==> src/rtl/srtx_ram.sv <==
module srtx_ram #(
  parameter int DEPTH = 128,
  parameter int WIDTH = 8
) (
  input  logic                     clk,
  input  logic                     we,
  input  logic [$clog2(DEPTH)-1:0] waddr,
  input  logic [WIDTH-1:0]         wdata,
  input  logic                     re,
  input  logic [$clog2(DEPTH)-1:0] raddr,
  output logic [WIDTH-1:0]         rdata
);

  logic [WIDTH-1:0] mem [DEPTH];

  always_ff @(posedge clk) begin
    if (we) begin
      mem[waddr] <= wdata;
    end
  end

  // hold read data until the next read
  always_ff @(posedge clk) begin
    if (re) begin
      rdata <= mem[raddr];
    end
  end

endmodule

==> config.mk <==
export PLATFORM = sky130hd
export DESIGN_NAME = srtx_ram
export DESIGN_NICKNAME = d
export VERILOG_FILES = /design/src/rtl/srtx_ram.sv
export SDC_FILE = /design/constraint.sdc
export NUM_CORES = 1
export LEC_CHECK = 0
export BUFFER_PORTS_ARGS = -buffer_cell sky130_fd_sc_hd__buf_2
export CORE_ASPECT_RATIO = 1.1
export CORE_MARGIN = 8
export CORE_UTILIZATION = 47
export CTS_CLUSTER_DIAMETER = 30
export DETAILED_ROUTE_END_ITERATION = 7
export PLACE_DENSITY = 0.66
export RECOVER_POWER = 100
export SETUP_SLACK_MARGIN = 0.3
export SYNTH_ARGS = -nofsm -noshare
export SYNTH_HDL_FRONTEND = slang
export SYNTH_SLANG_ARGS = --single-unit
==> constraint.sdc <==
create_clock -name clk -period 3.4 [get_ports clk]
set_input_delay 0.68 -clock clk [delete_from_list [all_inputs] [get_ports clk]]
set_output_delay 0.68 -clock clk [all_outputs]
set_load 0.01 [all_outputs]
After elaboration in Yosys (flattened, before gate mapping)
Memories as Yosys holds them, arrays and structs flattened. A register that Yosys moved wholly into a read port is not among the register bits.
Index checks and enable logic that the tools add are counted.
{"block": "word_totals", "register_bits": 0, "ramBits": 1024, "inputBits": 25, "out_inout_bits": 8, "elab_cells": 3, "n_memories": 1}
{"name": "mem", "depth": 128, "width": 8, "read_ports": 1, "rd_clocked_by_memory_dff": 1, "write_ports": 1, "line_no": "14", "source": "logic [WIDTH-1:0] mem [DEPTH];"}
{"block": "classes", "n_mux": 2}
{"operator": "2-to-1 mux 1 bit", "n": 2}

Logic depth before layout (Yosys ltp)
Gate-level depths: netlist of run 1.
{"block": "logic_depth", "depth_word": 2, "mapped_depth": 7, "depth_no_buf": 4}

Worst setup path after synthesis of run 1
No wires, ideal clock.
{"block": "synth_timing", "kind": "in2reg", "startpoint": "in raddr[0]", "endpoint": "reg rdata[0], read port of mem, data pin", "setup_ns": 0.260, "arrival_time_ns": 3.064, "required_time_ns": 3.140, "setup_slack_ns": 0.077, "path_stages": 6, "n_path_buf": 2, "path_cell_list": "clkbuf_1 -> buf_1 -> mux4_2 -> mux4_2 -> mux4_2 -> mux2_2"}
{"item": "start: declaration", "line_no": "10", "source": "input logic [$clog2(DEPTH)-1:0] raddr,"}
{"item": "end: declaration", "line_no": "11", "source": "output logic [WIDTH-1:0] rdata"}

==> impl_metrics.ini, run 1 <==
[drt]
finalWirelength_mm = 92.1
viasPerCell = 5.81
via_count = 18600
drc = 0
wire_per_inst_um = 28.8
drtAntennaViolNets = 0
drt_pass1_iterations = 5
drt_first_iter_violations = 1897

[critical_path]
crit_slowest_cell = mux4_2
worstReg2RegEnd = rdata[1]
max_stage_delay_ps = 620
critPathCapture = rdata[3]
cp.arrival_ps = 3480
r2r_start = mem[118][1]
crit_path_start = raddr[0]
cp_data_required_time_ps = 3870
cp-end-kind = flop
ff2ff_path_depth = 4
worst-setup-path-type = in -> reg
path_cells = buf_8, buf_12, clkbuf_1, mux4_2, mux4_2, mux4_2, mux2_2
cp_max_fo = 16
path_common_cell = mux4_2
cp-start-kind = input pin
r2r_setup_slack_ps = 840

[power]
power.total_mw = 31.4
ir_drop_mv = 0.648
leakage_nw = 14.8
p_per_area_nw_per_um2 = 658

[logic_synthesis]
synth_top_area_cell = edfxtp_1
synthesis.nets = 1660
synth-main-ff-cell = edfxtp_1
syn_inst = 1635
yosysWarnings = 0
synth_cell_types = 16
synth_top_area_share_pct = 78.0
synth_area_per_cell_um2 = 24.3
synth_edf_count = 1032
synthesis.area_um2 = 39700
synthTopCellsByArea = edfxtp_1 78%, mux4_2 19%, nor2_1 1.2%, clkbuf_1 0.42%, mux2_2 0.23%
ys_async_sr_fraction_pct = 0
yosysSeqAreaShare_pct = 78.0
synth.most_common_cell = edfxtp_1
synth_common_cells = 1032 x edfxtp_1, 336 x mux4_2, 122 x nor2_1
synth-seq-cells = 1032

[placement]
portBuffers = 32
dpl_cell_area_um2 = 42900
hpwl_mm = 57.5
gp_congestion = 0.829
dp_cells = 2921
preCtsSetupSlack_ps = -127

[grt]
grt_pass1_wl_mm = 135
grt.overflow.total = 0
grt_max_degree = 105
antenna_found_initial = 9
grt_pass1_vias = 19700
gr-usage-all-layers_pct = 19.8

[sta]
relSlewSlack_pct = -98.2
worst_slack_ps = 390
slew_violations = 564
finalSetupTns_ps = 0
fin_crit_ps = 3010
tightest_slew_ps = 2970
rsz0062_at_grt = no
hold_viol = 0
hold_slack_ps = 560
skew_ps = 22.2
setup_violations = 0
period_share_pct = 88.5
max_freq_mhz = 332

[outcome]
failed_checks = capacitance limit, slew limit
outcome = complete, but fails checks

[layout]
final_util_pct = 56.4
drive_gt1_share_pct = 33.0
final_cells = 3202
synthToLayoutAreaGrowth_pct = 19.8
fin_area_um2 = 47600
nets = 1958

[hold_path]
hp-class = in -> reg

[clocking]
clk_latency_ps = 720
cts-root-buf = clkbuf_16
cts_buffer_depth = 3
cts_setup_buffers = 0
cts_hold_buf = 0
clkTransAtPathRegs_ps = 50
numCtsBuffers = 150
clock-sinks = 1032
post_cts_resize_count = 0
cts_tree = done
htreeDepth = 4

[run]
cap_violations = 10

[floorplanning]
core_area_um2 = 84400
dieArea_um2 = 94100
die_w_um = 293
start_util_pct = 47.1
fp.dieH_um = 321
placementRows = 112
ioPinCount = 33
where the power goes:
group          switching, mW  internal, mW  total, mW  leakage [nW]
clock network           5.76          10.1       15.9          2.50
logic                  0.783         0.585       1.37          3.05
registers             0.0315          14.1       14.1          9.28
state kept, by name, indices dropped and copies added, names as in the netlist:
signal / flops
rdata: 8
mem: 1024
critical path: cells and delay by family:
family | cells | cell delay (ps)
muxes | 4 | 2010
buffers and inverters | 3 | 740
layer usage:
metal	routed length (µm)	GRT usage, %
met1	35300	24.8
met3	7440	5.91
met2	45800	32.5
met4	3510	8.07
met5	23	0
how the worst min path moves through the flow:
stage,startpoint,to,slack [ps],cells after the start
floorplan,wdata[0],mem[0][0],780,0
global placement,re,rdata[5],1130,1
detailed placement,re,rdata[5],1120,1
CTS,re,rdata[0],340,1
global route,raddr[5],rdata[5],510,2
finish,raddr[5],rdata[0],560,2
layout by cell type (no fill, tap or decap):
cell        count
clkinv_2        7
diode_2         4
mux2_2          8
buf_8           2
inv_6          23
inv_8           4
edfxtp_1     1032
mux4_2        336
nor2b_1         7
buf_2           7
clkbuf_16     154
clkinv_4       17
nand3_1        12
clkinv_1       12
buf_4          40
clkbuf_1      164
nor3_1          9
clkbuf_4        1
clkinvlp_4     16
nand2_1        14
or3_1           1
nand2b_1        2
clkinv_8        1
nor2_1        122
bufinv_16      22
nand4_1         3
clkbuf_2        8
inv_16          2
buf_12         32
kinds of logic after synthesis:
family / count (synthesis) / synth area share [%]
DFF: 1032 / 78.0
muxes: 344 / 19.3
and+or+nand+nor: 170 / 1.75
buffers and inverters: 89 / 1.01
area by class of cell:
| cell class | count | area, µm² |
|---|---|---|
| antenna | 4 | 10.0 |
| fill | 6189 | 36700 |
| clock buffer | 173 | 3930 |
| tap | 1140 | 1430 |
| multi-input combinational | 514 | 8350 |
| timing repair buffer | 235 | 1600 |
| sequential | 1032 | 31000 |
| clock inverter | 104 | 1310 |
No activity file was read; power rests on OpenSTA's default activity.
==> inputs of run 2 (changes only) <==
- CTS_BUF_LIST: default -> sky130_fd_sc_hd__clkbuf_8
==> impl_metrics.ini, run 2 (same netlist as run 1, synthesis figures left out) <==
[outcome]
outcome = complete, but fails checks
failed_checks = capacitance limit, slew limit

[critical_path]
cp-start-kind = input pin
path_cells = buf_8, buf_12, clkbuf_1, mux4_2, mux4_2, mux4_2, mux2_2
crit_slowest_cell = mux4_2
cp_max_fo = 16
path_common_cell = mux4_2
cp-end-kind = flop
crit_path_start = raddr[0]
cp.arrival_ps = 3440
r2r_start = mem[118][1]
worst-setup-path-type = in -> reg
max_stage_delay_ps = 600
cp_data_required_time_ps = 3970

[placement]
dp_cells = 2921
preCtsSetupSlack_ps = -127
portBuffers = 32
hpwl_mm = 57.5
gp_congestion = 0.829

[drt]
drtAntennaViolNets = 0
via_count = 18500
drt_first_iter_violations = 1825
wl_met3_mm = 6.74
finalWirelength_mm = 90.2
drt-met1-wl_mm = 35.2
drt_pass1_iterations = 7
drc = 0
viasPerCell = 5.75
met2_length_mm = 45.6
wire_per_inst_um = 28.0
maxUsedRoutingLayer = met5

[power]
ir_drop_mv = 0.511
p_int_mw = 20.0
leakage_nw = 14.1
power.switching_fraction_pct = 21.9
switching_power_mw = 5.61
p_per_area_nw_per_um2 = 563
power_frac_clock_pct = 39.6
power_frac_comb_pct = 5.3
pwr-share-seq_pct = 55.0

[floorplanning]
die_w_um = 293
start_util_pct = 47.1
ioPinCount = 33
fp.dieH_um = 321
placementRows = 112
dieArea_um2 = 94100
core_area_um2 = 84400

[sta]
relSlewSlack_pct = -99.4
max_freq_mhz = 348
worst_slack_ps = 528
fin_crit_ps = 2870
period_share_pct = 84.5
setup_violations = 0
hold_viol = 0
tightest_slew_ps = 2990
skew_ps = 53.2
rsz0062_at_grt = no
slew_violations = 565

[layout]
reg.largest.list = mem x1024, rdata x8
final_common_cell = edfxtp_1
final_cells = 3215
final_util_pct = 54.0
top_register = mem
nets = 1972
synthToLayoutAreaGrowth_pct = 14.6
largest_register_ffs = 1024
final_cell_mix = 1032 x edfxtp_1, 336 x mux4_2, 166 x clkbuf_8, 146 x clkbuf_1, 122 x nor2_1
fill_cells = 6453
drive_gt1_share_pct = 31.6

[clocking]
clk_latency_ps = 810
cts_buffer_depth = 3
cts_tree = done
htreeDepth = 4
cts_setup_buffers = 0
cts_hold_buf = 0
numCtsBuffers = 164
post_cts_resize_count = 0
clock-sinks = 1032
clkTransAtPathRegs_ps = 60
cts-root-buf = clkbuf_8

[grt]
antenna_found_initial = 8
grt_pass1_vias = 19500
gr-usage-all-layers_pct = 19.4
grt_pass1_wl_mm = 132
grt_max_degree = 105
grt.overflow.total = 0

[hold_path]
worstHoldStart = raddr[5]
hp-class = in -> reg

[run]
cap_violations = 10
==> run 2: changes by cell type in the layout (fill, tap and decap cells not counted), sizes merged <==
cell / before / now
bufinv: 22 / 10
buf: 81 / 82
clkbuf: 327 / 319
clkinvlp: 16 / 13
inv: 29 / 42
clkinv: 37 / 59
==> run 2: power groups by stage <==
| stage | clock network, mW | logic [mW] | registers, mW |
|---|---|---|---|
| after floorplan | 0 | 0.733 | 14.3 |
| after global placement | 0 | 1.38 | 14.4 |
| after detailed placement | 0 | 1.40 | 14.4 |
| after CTS | 10.4 | 1.41 | 14.1 |
| after global routing | 10.9 | 1.44 | 14.1 |
| final | 10.2 | 1.36 | 14.1 |
==> run 2: worst paths after layout <==
path | endpoint | cells past startpoint | slack, ps
setup / recovery | rdata[5] | 7 | 530
hold / removal | rdata[5] | 2 | 460
setup reg to reg | rdata[1] | 4 | 840
hold reg to reg | rdata[5] | 4 | 1220
==> run 2: layout make-up <==
class / instances / area, µm² / area share [%]
clock inverter: 124 / 876 / 1.92
timing repair buffer: 235 / 1610 / 3.53
multi-input combinational: 514 / 8350 / 18.3
clock buffer: 166 / 2280 / 5.02
tap: 1140 / 1430 / 3.13
antenna: 4 / 10.0 / 0.0220
sequential: 1032 / 31000 / 68.0
==> run 2: per-layer routing <==
layer	global-route usage (%)	vias to the layer above
met5	0	-
met4	6.90	4
met3	5.16	145
met2	32.0	726
met1	24.8	9907
li1	-	7703
==> run 2: critical path: cells and delay by family <==
family	cells	cell delay (ps)
mux	4	1980
buf+inv	3	740
==> run 2: per-stage QoR <==
step | hold slack (ps) | total power, mW | setup TNS (ps) | instance area, µm²
after floorplan | 779 | 15.1 | 0 | 39900
after global placement | 1130 | 15.7 | -705 | 42900
after detailed placement | 1120 | 15.8 | -720 | 42900
after CTS | 226 | 25.9 | 0 | 46100
after global routing | 402 | 26.5 | 0 | 45500
final | 463 | 25.6 | 0 | 45500
==> inputs of run 3 (changes only) <==
- clock period: 3.4 -> 2.6 ns (I/O delays scaled with it)
==> impl_metrics.ini, run 3 (same netlist as run 1, synthesis figures left out) <==
[outcome]
outcome = complete, but fails checks
failed_checks = capacitance limit, slew limit

[layout]
top_register = mem
fin_area_um2 = 46100
synthToLayoutAreaGrowth_pct = 16.0
largest_register_ffs = 1024
final_common_cell = edfxtp_1
drive_gt1_share_pct = 33.1
final_cells = 3274
reg.largest.list = mem x1024, rdata x8
nets = 2028
final_cell_mix = 1032 x edfxtp_1, 336 x mux4_2, 170 x clkbuf_8, 152 x clkbuf_1, 122 x nor2_1
fill_cells = 6437

[clocking]
clk_latency_ps = 830
cts_buffer_depth = 3
cts_tree = done
htreeDepth = 4
clock-sinks = 1032
cts-root-buf = clkbuf_8
numCtsBuffers = 167
clkTransAtPathRegs_ps = 60

[grt]
gr-usage-all-layers_pct = 19.7
antenna_found_initial = 6
grt_pass1_vias = 19700
grt_max_degree = 77
grt_pass1_wl_mm = 135
grt.overflow.total = 0

[critical_path]
path_common_cell = mux4_2
r2r_setup_slack_ps = 10
crit_slowest_cell = mux4_2
cp-start-kind = flop
crit_path_start = mem[70][5]
worst-setup-path-type = reg -> reg
path_cells = mux4_2, mux4_2, mux4_2, mux2_4
ff2ff_path_depth = 4
cp_max_fo = 1
cp-end-kind = flop
r2r_start = mem[70][5]
cp.arrival_ps = 3150
max_stage_delay_ps = 600
cp_data_required_time_ps = 3160
worstReg2RegEnd = rdata[5]

[drt]
drt-met1-wl_mm = 36.2
drtAntennaViolNets = 0
wire_per_inst_um = 28.1
wl_met3_mm = 7.09
drt_first_iter_violations = 2046
drc = 0
maxUsedRoutingLayer = met4
finalWirelength_mm = 92.0
via_count = 18900
drt_pass1_iterations = 5
met2_length_mm = 45.9
viasPerCell = 5.78

[power]
leakage_nw = 14.4
p_per_area_nw_per_um2 = 739
ir_drop_mv = 0.557

[placement]
dpl_cell_area_um2 = 43300
gp_congestion = 0.803
portBuffers = 32
preCtsSetupSlack_ps = -856
dp_cells = 2962
hpwl_mm = 58.8

[sta]
rsz0062_at_grt = yes
relSlewSlack_pct = -73.0
slew_violations = 285
setup_violations = 0
skew_ps = 54.7
period_share_pct = 99.5
finalSetupTns_ps = 0
max_freq_mhz = 386
tightest_slew_ps = 2600
fin_crit_ps = 2590
worst_slack_ps = 12.6
hold_viol = 0

[hold_path]
hp-class = in -> reg
worstHoldStart = raddr[5]
whs_path_depth = 2
min_to = rdata[5]

[floorplanning]
core_area_um2 = 84400
start_util_pct = 47.1
dieArea_um2 = 94100
die_w_um = 293
ioPinCount = 33
fp.dieH_um = 321
placementRows = 112

[run]
cap_violations = 8
-- run 3: cell count changes in the layout (fill, tap and decap cells not counted), moves of 2 or more --
cell,before,now
clkinvlp_4,13,11
dlygate4sd3_1,0,2
clkbuf_1,146,152
clkbuf_2,7,23
clkbuf_8,166,170
inv_8,1,3
clkinv_2,23,16
clkinv_4,2,7
bufinv_16,10,12
buf_2,7,12
buf_4,40,59
buf_16,0,2
buf_12,33,36
-- run 3: timing repair --
item | CTS | global route
buffers inserted | 0 | 9
setup endpoints to repair | 8 | 8
resized for setup | 2 | 2
endpoints found under the hold margin | 16 | 0
cloned | 0 | 1
hold buffers | 2 | 0
-- run 3: routing by layer --
| metal | vias to the layer above | global-route usage (%) |
|---|---|---|
| met3 | 150 | 4.28 |
| met4 | 0 | 6.31 |
| li1 | 7811 | - |
| met5 | - | 0 |
| met1 | 10100 | 26.6 |
| met2 | 818 | 32.1 |
-- run 3: final cells by class --
type	count	area, µm²	share of cell area, %
clock inverters	125	961	2.08
clock buffers	170	2340	5.07
multi-input cells	514	8360	18.1
diodes	5	12.5	0.0271
repair buffers	288	2020	4.39
well taps	1140	1430	3.09
flip-flops and latches	1032	31000	67.2
-- run 3: metrics by stage --
step | total power [mW] | hold WS, ps | util [%]
after floorplan | 19.8 | 619 | -
after global placement | 20.6 | 823 | 51.4
after detailed placement | 20.7 | 829 | 51.4
after CTS | 34.4 | 30.2 | 55.3
after global routing | 35.1 | 217 | 54.7
final | 34.1 | 277 | 54.7
-- run 3: how the worst max path moves through the flow --
stage               endpoint
floorplan           rdata[0]
global placement    rdata[5]
detailed placement  rdata[5]
CTS                 rdata[5]
global route        rdata[5]
finish              rdata[5]
-- run 3: worst max-delay path: cells and delay by family, from the launching register on --
| family | cells | cell delay [ps] |
|---|---|---|
| DFF | 1 | 360 |
| muxes | 4 | 1970 |
-- run 3: power by group --
| part | switching [mW] | total, mW | internal [mW] |
|---|---|---|---|
| combinational | 1.04 | 1.85 | 0.811 |
| sequential | 0.0397 | 18.4 | 18.4 |
| clock | 6.40 | 13.8 | 7.38 |
